==> config.mk <==
export PLATFORM = sky130hd
export DESIGN_NAME = ordered_key_list_engine_flat
export DESIGN_NICKNAME = d
export VERILOG_FILES = /design/src/okle_pkg.sv /design/src/okle_if.sv /design/src/okle_ram.sv /design/src/ordered_key_list_engine.sv /design/src/flat_wrapper.sv
export VERILOG_INCLUDE_DIRS = /design/src /design/src/src
export SDC_FILE = /design/constraint.sdc
export NUM_CORES = 1
export LEC_CHECK = 0
export ABC_AREA = 0
export BUFFER_PORTS_ARGS = -buffer_cell sky130_fd_sc_hd__buf_2
export CORE_UTILIZATION = 30
export DETAILED_ROUTE_END_ITERATION = 7
export GPL_ROUTABILITY_DRIVEN = 1
export SLEW_MARGIN = 20
export SYNTH_ARGS = -nofsm -noshare
export SYNTH_HDL_FRONTEND = slang
export SYNTH_SLANG_ARGS = --single-unit
==> constraint.sdc <==
create_clock -name i_clk -period 5.69 [get_ports i_clk]
set_input_delay 0.569 -clock i_clk [delete_from_list [all_inputs] [get_ports i_clk]]
set_output_delay 0.569 -clock i_clk [all_outputs]
set_load 0.1 [all_outputs]
==> src/ordered_key_list_engine_assert.svh <==
// Assertion macros for the ordered key list engine.
// Used by the top level; needs i_clk and i_rst_n in scope.
`ifndef ORDERED_KEY_LIST_ENGINE_ASSERT_SVH
`define ORDERED_KEY_LIST_ENGINE_ASSERT_SVH
`ifndef SYNTH
`define OKLE_ASSERT_SAME(lbl, ante, cons) \
    lbl: assert property (@(posedge i_clk) disable iff (!i_rst_n) (ante) |-> (cons)) \
        else $error("okle assertion failed");
`define OKLE_ASSERT_NEXT(lbl, ante, cons) \
    lbl: assert property (@(posedge i_clk) disable iff (!i_rst_n) (ante) |=> (cons)) \
        else $error("okle assertion failed");
`else
`define OKLE_ASSERT_SAME(lbl, ante, cons)
`define OKLE_ASSERT_NEXT(lbl, ante, cons)
`endif
`endif

==> src/okle_pkg.sv <==
// Shared constants and codes for the ordered key list engine.
// No dependencies.
package okle_pkg;
    localparam int CAPACITY = 32;
    localparam int AW       = $clog2(CAPACITY);
    localparam int DEPTH    = 2 ** AW;
    localparam int CW       = $clog2(CAPACITY + 1);
    localparam int KW       = 32;

    localparam logic [2:0] REQ_INSERT      = 3'd0;
    localparam logic [2:0] REQ_DELETE_KEY  = 3'd1;
    localparam logic [2:0] REQ_DELETE_HEAD = 3'd2;
    localparam logic [2:0] REQ_DELETE_TAIL = 3'd3;
    localparam logic [2:0] REQ_LIST        = 3'd4;

    localparam logic [2:0] ST_DONE  = 3'd0;
    localparam logic [2:0] ST_FULL  = 3'd1;
    localparam logic [2:0] ST_NONE  = 3'd2;
    localparam logic [2:0] ST_ENTRY = 3'd3;
    localparam logic [2:0] ST_EMPTY = 3'd4;

    typedef logic signed [KW-1:0] t_key;
endpackage

==> src/okle_if.sv <==
// Handshake channels of the ordered key list engine: request and result.
// Depends on okle_pkg.
interface okle_req_if import okle_pkg::*; ();
    logic       valid;
    logic       ready;
    logic [2:0] req_type;
    t_key       key_value;
    modport source (output valid, req_type, key_value, input ready);
    modport sink   (input valid, req_type, key_value, output ready);
endinterface

interface okle_rsp_if import okle_pkg::*; ();
    logic       valid;
    logic       ready;
    t_key       out_key;
    logic [2:0] status;
    logic       last;
    modport source (output valid, out_key, status, last, input ready);
    modport sink   (input valid, out_key, status, last, output ready);
endinterface

==> src/okle_ram.sv <==
// Generic single-write, single-read RAM with registered read data.
// No dependencies.
module okle_ram #(
    parameter int WIDTH = 32,
    parameter int DEPTH = 32
) (
    input  logic                     i_clk,
    input  logic                     i_we,
    input  logic [$clog2(DEPTH)-1:0] i_waddr,
    input  logic [WIDTH-1:0]         i_wdata,
    input  logic                     i_re,
    input  logic [$clog2(DEPTH)-1:0] i_raddr,
    output logic [WIDTH-1:0]         o_rdata
);
    logic [WIDTH-1:0] r_mem [DEPTH];
    logic [WIDTH-1:0] r_rdata;

    always_ff @(posedge i_clk) begin
        if (i_we) begin
            r_mem[i_waddr] <= i_wdata;
        end
        if (i_re) begin
            r_rdata <= r_mem[i_raddr];
        end
    end

    assign o_rdata = r_rdata;
endmodule

==> src/ordered_key_list_engine.sv <==
// Ordered key list engine top level: request decode, list sequencer, result register.
// Depends on okle_pkg, okle_if, okle_ram and ordered_key_list_engine_assert.svh.
//
//   channel   dir  payload                    handshake
//   i_req     in   req_type, key_value        valid/ready
//   o_rsp     out  out_key, status, last      valid/ready
//
// Keys sit in one RAM as a ring; a head pointer and a count give their order.
// Insert, delete head/tail and list-empty finish in the accept cycle.
// Delete by key: read and compare each key, then move each later key back one slot.
// List: read each key from RAM, then emit it, waiting while the result is stalled.
// Synchronous active-low reset empties the list; no clearing pass is needed.
`include "ordered_key_list_engine_assert.svh"
module ordered_key_list_engine import okle_pkg::*; (
    input  logic      i_clk,
    input  logic      i_rst_n,
    okle_req_if.sink   i_req,
    okle_rsp_if.source o_rsp
);
    localparam logic [2:0] S_IDLE    = 3'd0;
    localparam logic [2:0] S_SCAN_RD = 3'd1;
    localparam logic [2:0] S_SCAN_CK = 3'd2;
    localparam logic [2:0] S_SH_RD   = 3'd3;
    localparam logic [2:0] S_SH_WR   = 3'd4;
    localparam logic [2:0] S_LIST_RD = 3'd5;
    localparam logic [2:0] S_LIST_CK = 3'd6;

    logic [2:0]    r_state, n_state;
    logic [AW-1:0] r_head, n_head;
    logic [CW-1:0] r_count, n_count;
    logic [CW-1:0] r_idx, n_idx;
    t_key          r_key, n_key;
    logic          r_ovalid, n_ovalid;
    t_key          r_okey, n_okey;
    logic [2:0]    r_ostat, n_ostat;
    logic          r_olast, n_olast;

    logic          ram_we, ram_re;
    logic [AW-1:0] ram_waddr, ram_raddr;
    t_key          ram_wdata, ram_rdata;
    logic          out_free, accept;
    logic [CW-1:0] idx_p1, idx_p2;

    okle_ram #(.WIDTH(KW), .DEPTH(DEPTH)) u_ram (
        .i_clk   (i_clk),
        .i_we    (ram_we),
        .i_waddr (ram_waddr),
        .i_wdata (ram_wdata),
        .i_re    (ram_re),
        .i_raddr (ram_raddr),
        .o_rdata (ram_rdata)
    );

    assign out_free    = !r_ovalid || o_rsp.ready;
    assign i_req.ready = (r_state == S_IDLE) && out_free;
    assign accept      = i_req.valid && i_req.ready;
    assign idx_p1      = r_idx + CW'(1);
    assign idx_p2      = r_idx + CW'(2);

    always_comb begin
        n_state   = r_state;
        n_head    = r_head;
        n_count   = r_count;
        n_idx     = r_idx;
        n_key     = r_key;
        n_ovalid  = r_ovalid && !o_rsp.ready;
        n_okey    = r_okey;
        n_ostat   = r_ostat;
        n_olast   = r_olast;
        ram_we    = 1'b0;
        ram_re    = 1'b0;
        ram_waddr = r_head - AW'(1);
        ram_wdata = i_req.key_value;
        ram_raddr = r_head + r_idx[AW-1:0];

        case (r_state)
            S_IDLE: begin
                if (accept) begin
                    n_ovalid = 1'b1;
                    n_okey   = '0;
                    n_olast  = 1'b1;
                    n_ostat  = ST_NONE;
                    n_idx    = '0;
                    n_key    = i_req.key_value;
                    case (i_req.req_type)
                        REQ_INSERT: begin
                            if (r_count == CW'(CAPACITY)) begin
                                n_ostat = ST_FULL;
                            end else begin
                                ram_we  = 1'b1;
                                n_head  = r_head - AW'(1);
                                n_count = r_count + CW'(1);
                                n_ostat = ST_DONE;
                            end
                        end
                        REQ_DELETE_KEY: begin
                            if (r_count != '0) begin
                                n_ovalid = 1'b0;
                                n_state  = S_SCAN_RD;
                            end
                        end
                        REQ_DELETE_HEAD: begin
                            if (r_count != '0) begin
                                n_head  = r_head + AW'(1);
                                n_count = r_count - CW'(1);
                                n_ostat = ST_DONE;
                            end
                        end
                        REQ_DELETE_TAIL: begin
                            if (r_count != '0) begin
                                n_count = r_count - CW'(1);
                                n_ostat = ST_DONE;
                            end
                        end
                        REQ_LIST: begin
                            if (r_count == '0) begin
                                n_ostat = ST_EMPTY;
                            end else begin
                                n_ovalid = 1'b0;
                                n_state  = S_LIST_RD;
                            end
                        end
                        default: ;
                    endcase
                end
            end
            S_SCAN_RD: begin
                ram_re  = 1'b1;
                n_state = S_SCAN_CK;
            end
            S_SCAN_CK: begin
                // slot is free here: nothing emitted since the request was taken
                if (ram_rdata == r_key) begin
                    if (idx_p1 < r_count) begin
                        n_state = S_SH_RD;
                    end else begin
                        n_count  = r_count - CW'(1);
                        n_ovalid = 1'b1;
                        n_okey   = '0;
                        n_ostat  = ST_DONE;
                        n_olast  = 1'b1;
                        n_state  = S_IDLE;
                    end
                end else if (idx_p1 == r_count) begin
                    n_ovalid = 1'b1;
                    n_okey   = '0;
                    n_ostat  = ST_NONE;
                    n_olast  = 1'b1;
                    n_state  = S_IDLE;
                end else begin
                    n_idx   = idx_p1;
                    n_state = S_SCAN_RD;
                end
            end
            S_SH_RD: begin
                ram_re    = 1'b1;
                ram_raddr = r_head + idx_p1[AW-1:0];
                n_state   = S_SH_WR;
            end
            S_SH_WR: begin
                // close the gap: key at idx+1 moves to idx
                ram_we    = 1'b1;
                ram_waddr = r_head + r_idx[AW-1:0];
                ram_wdata = ram_rdata;
                n_idx     = idx_p1;
                if (idx_p2 < r_count) begin
                    n_state = S_SH_RD;
                end else begin
                    n_count  = r_count - CW'(1);
                    n_ovalid = 1'b1;
                    n_okey   = '0;
                    n_ostat  = ST_DONE;
                    n_olast  = 1'b1;
                    n_state  = S_IDLE;
                end
            end
            S_LIST_RD: begin
                ram_re  = 1'b1;
                n_state = S_LIST_CK;
            end
            S_LIST_CK: begin
                if (out_free) begin
                    n_ovalid = 1'b1;
                    n_okey   = ram_rdata;
                    n_ostat  = ST_ENTRY;
                    n_olast  = (idx_p1 == r_count);
                    n_idx    = idx_p1;
                    n_state  = (idx_p1 == r_count) ? S_IDLE : S_LIST_RD;
                end
            end
            default: n_state = S_IDLE;
        endcase
    end

    always_ff @(posedge i_clk) begin
        if (!i_rst_n) begin
            r_state  <= S_IDLE;
            r_head   <= '0;
            r_count  <= '0;
            r_idx    <= '0;
            r_ovalid <= 1'b0;
        end else begin
            r_state  <= n_state;
            r_head   <= n_head;
            r_count  <= n_count;
            r_idx    <= n_idx;
            r_ovalid <= n_ovalid;
        end
        r_key   <= n_key;
        r_okey  <= n_okey;
        r_ostat <= n_ostat;
        r_olast <= n_olast;
    end

    assign o_rsp.valid   = r_ovalid;
    assign o_rsp.out_key = r_okey;
    assign o_rsp.status  = r_ostat;
    assign o_rsp.last    = r_olast;

    `OKLE_ASSERT_SAME(a_count_cap, 1'b1, r_count <= CW'(CAPACITY))
    `OKLE_ASSERT_SAME(a_ready_idle, i_req.ready, r_state == S_IDLE)
    `OKLE_ASSERT_NEXT(a_insert_grows,
        accept && i_req.req_type == REQ_INSERT && r_count != CW'(CAPACITY),
        r_count == $past(r_count) + CW'(1))
    `OKLE_ASSERT_SAME(a_scan_in_range,
        r_state == S_SCAN_CK || r_state == S_LIST_CK, r_idx < r_count)
endmodule

==> src/flat_wrapper.sv <==
// flat-port wrapper written by rule: the top's interface ports become plain ports
module ordered_key_list_engine_flat import okle_pkg::*;
  (i_clk, i_rst_n, i_req_valid, i_req_req_type, i_req_key_value, i_req_ready, o_rsp_valid, o_rsp_out_key, o_rsp_status, o_rsp_last, o_rsp_ready);
  okle_req_if i_req_i ();
  okle_rsp_if o_rsp_i ();
  input  logic i_clk;
  input  logic i_rst_n;
  input wire logic [$bits(i_req_i.valid)-1:0] i_req_valid;
  input wire logic [$bits(i_req_i.req_type)-1:0] i_req_req_type;
  input wire logic [$bits(i_req_i.key_value)-1:0] i_req_key_value;
  output wire logic [$bits(i_req_i.ready)-1:0] i_req_ready;
  output wire logic [$bits(o_rsp_i.valid)-1:0] o_rsp_valid;
  output wire logic [$bits(o_rsp_i.out_key)-1:0] o_rsp_out_key;
  output wire logic [$bits(o_rsp_i.status)-1:0] o_rsp_status;
  output wire logic [$bits(o_rsp_i.last)-1:0] o_rsp_last;
  input wire logic [$bits(o_rsp_i.ready)-1:0] o_rsp_ready;
  assign i_req_i.valid = i_req_valid;
  assign i_req_i.req_type = i_req_req_type;
  assign i_req_i.key_value = i_req_key_value;
  assign i_req_ready = i_req_i.ready;
  assign o_rsp_valid = o_rsp_i.valid;
  assign o_rsp_out_key = o_rsp_i.out_key;
  assign o_rsp_status = o_rsp_i.status;
  assign o_rsp_last = o_rsp_i.last;
  assign o_rsp_i.ready = o_rsp_ready;
  ordered_key_list_engine u_core (.i_clk(i_clk), .i_rst_n(i_rst_n), .i_req(i_req_i), .o_rsp(o_rsp_i));
endmodule
==> flow_metrics.env <==
export IMPL_status="complete, no violations"
export IMPL_ant_nets=0
export IMPL_fin_cells=5219
export IMPL_fin_crit_ns=4.14
export IMPL_io_buffers=76
export IMPL_cts_made_buffers=111
export IMPL_drt_pass1_iterations=5
export IMPL_drive_above_1_share_pct=11.9
export IMPL_period_share_pct=72.8
export IMPL_power_leakage_uw=0.0164
export IMPL_fp_dieH_um=394
export IMPL_ys_seq_area_share_pct=74.3
export IMPL_grt_max_degree=125
export IMPL_synth_edf_count=1124
export IMPL_start_util_pct=30.3
export IMPL_timing_worst_setup_path_type="flip-flop to flip-flop"
export IMPL_dp_cells=5016
export IMPL_ctsHoldBuffers=0
export IMPL_core_um2=152000
export IMPL_wl_per_cell_um=24.6
export IMPL_synth_ff_type="edfxtp_1"
export IMPL_synth_mux_area_share_pct=5.86
export IMPL_post_route_util_pct=34.6
export IMPL_grt_pass1_vias=26600
export IMPL_fillers=14500
export IMPL_postCtsSetupBuffers=0
export IMPL_n_antenna_cell=0
export IMPL_drt_wl_total_um=129000
export IMPL_io_pins=77
export IMPL_via_count=27600
export IMPL_hpwlAfterDp_um=70800
export IMPL_max_freq_ghz=0.241
export IMPL_synthArstFlopShare_pct=0
export IMPL_place_area_um2=49200
export IMPL_hold_violations=0
export IMPL_synth_top_cell_by_area="edfxtp_1"
export IMPL_clk_latency_ns=0.71
export IMPL_hold_slack_ns=0.0487
export IMPL_synthSimpleGateAreaFrac_pct=9.37
export IMPL_drt_initial_drc_count=3288
export IMPL_mostFrequentLayoutCell="edfxtp_1"
export IMPL_htreeDepth=3
export IMPL_synth_area_leaders="edfxtp_1 73%, mux2i_1 5.8%, nand2_1 5.1%"
export IMPL_final_cell_mix="1124 x edfxtp_1, 613 x nand2_1, 265 x mux2i_1"
export IMPL_ctsResizeCount=0
export IMPL_clock_path_buffers=3
export IMPL_drc=0
export IMPL_cts_sinks=1145
export IMPL_relSlewSlack_pct=21.6
export IMPL_startpoint_type="flip-flop"
export IMPL_end_kind="flip-flop"
export IMPL_synth_area_um2=46000
export IMPL_overflow=0
export IMPL_root_buffer="clkbuf_16"
export IMPL_drv_slew=0
export IMPL_drv_cap=0
export IMPL_cts_tree="yes"
export IMPL_ys_warn_count=0
export IMPL_arrival_ns=4.53
export IMPL_final_area_um2=52600
export IMPL_gp_congestion=0.823
export IMPL_synth_xor_area_share_pct=1.05
export IMPL_synth_compound_area_share_pct=6.30
export IMPL_fin_tns_setup_ns=0
export IMPL_clk_pin_slew_ns=0.06
export IMPL_required_ns=6.08
export IMPL_worstPathMaxFanout=34
export IMPL_grt_setup_unrepaired="no"
export IMPL_area_growth_pct=14.3
export IMPL_synth_fa_ha_area_share_pct=0.821
export IMPL_viasPerCell=5.28
export IMPL_hp_class="input pin to flip-flop"
export IMPL_ir_drop_uv=282
export IMPL_ys_seq_elements=1145
export IMPL_fin_nets=3167
export IMPL_dieArea_um2=155000
export IMPL_worstMarginPinSlew_ns=1.17
export IMPL_syn_area_per_cell_um2=15.2
export IMPL_die_w_um=394
export IMPL_grt_use_total_pct=16.1
export IMPL_grt_pass1_wl_um=185000
export IMPL_skew_ns=0.0287
export IMPL_grt_antenna_before_repair=0
export IMPL_yosysUniqueCellTypes=72
export IMPL_syn_nets=3095
export IMPL_syn_inst=3027
export IMPL_yosysTopAreaCellShare_pct=73.4
export IMPL_setup_viol=0
export IMPL_rows=143
export IMPL_p_per_area_nw_per_um2=342
export IMPL_synth_top_family_by_area="simple AND/OR/NAND/NOR gates"
[flip-flops by register name (all words and copies together), names as in the netlist]
name and count:
u_core.o_rsp.valid 1, u_core.r_idx 6, u_core.r_head 5, u_core.r_count 6, u_core.u_ram.r_mem 1024, u_core.o_rsp.status 3, u_core.o_rsp.out_key 32, u_core.o_rsp.last 1
u_core.r_state 3, u_core.u_ram.o_rdata 32, u_core.r_key 32
[cells by family (layout without fill, tap and decap cells)]
group / count (synthesis) / count (layout)
DFF: 1145 / 1145
and+or+nand+nor: 962 / 962
AOI/OAI and AO/OA: 348 / 348
muxes: 269 / 269
buffers and inverters: 219 / 381
xor gates and xnor gates: 55 / 55
adders and majority gates: 29 / 29
[synth_stat cells (all sizes together) (3+ instances only)]
cell        n
o31ai       4
nand3      21
nand2     629
and2        7
nor4        4
buf       100
a32oi     257
or3         3
clkbuf     95
nor2       54
a31oi       3
mux2i     267
and3       35
dfxtp      21
ha         27
inv        22
a22o        3
a211oi      5
nand4     177
nand2b      5
xor2       10
o2bb2ai     5
o21ai      10
xnor2      45
nor3        7
nor2b       4
or4         3
a21o       12
a21oi      25
a22oi       3
edfxtp   1124
[report_power, final]
group	internal [µW]	switching (µW)
registers	9430	80.2
clock network	3830	3140
logic	353	1140
[final timing paths]
kind	endpoint	startpoint	cells after the start	slack, ns
max	u_core.u_ram.r_mem[28][4]$_DFFE_PP_	u_core.r_state[1]$_SDFFE_PN0P_	7	1.55
min	u_core.r_key[28]$_DFFE_PP_	i_req_key_value[28]	1	0.05
max reg2reg	u_core.u_ram.r_mem[28][4]$_DFFE_PP_	u_core.r_state[1]$_SDFFE_PN0P_	7	1.55
min reg2reg	u_core.r_idx[5]$_SDFFE_PN0P_	u_core.r_idx[5]$_SDFFE_PN0P_	2	0.50
[metal layers]
layer / vias to the layer above / share of wire (%) / GRT usage [%]
li1: 12000 / - / -
met1: 14100 / 42 / 21.8
met2: 1245 / 47 / 26.0
met5: - / 0 / 0
met4: 0 / 2.2 / 4.62
met3: 199 / 8.7 / 3.24
[through the flow]
step	power, µW	setup WS, ns
floorplan	10700	1.32
global placement	11200	1.69
detailed placement	11200	1.60
CTS	18100	1.58
global route	18500	1.44
finish	18000	1.55
[worst max-delay path, stage by stage, from the launching register on]
cell	delay, ns
dfxtp_1	0.51
nor2_1	0.36
and4_2	0.27
buf_4	0.39
nand4_1	0.31
o32a_1	0.65
nor2_4	0.95
buf_4	0.35
[layout make-up]
type / instances / area (µm²) / area share [%]
sequential: 1145 / 34200 / 65.0
multi-input combinational: 1663 / 11200 / 21.3
clock buffer: 136 / 2890 / 5.50
clock inverter: 67 / 494 / 0.939
tap: 2030 / 2540 / 4.83
inverter: 22 / 82.6 / 0.157
timing repair buffer: 156 / 1230 / 2.34
(Power assumes the default switching activity.)
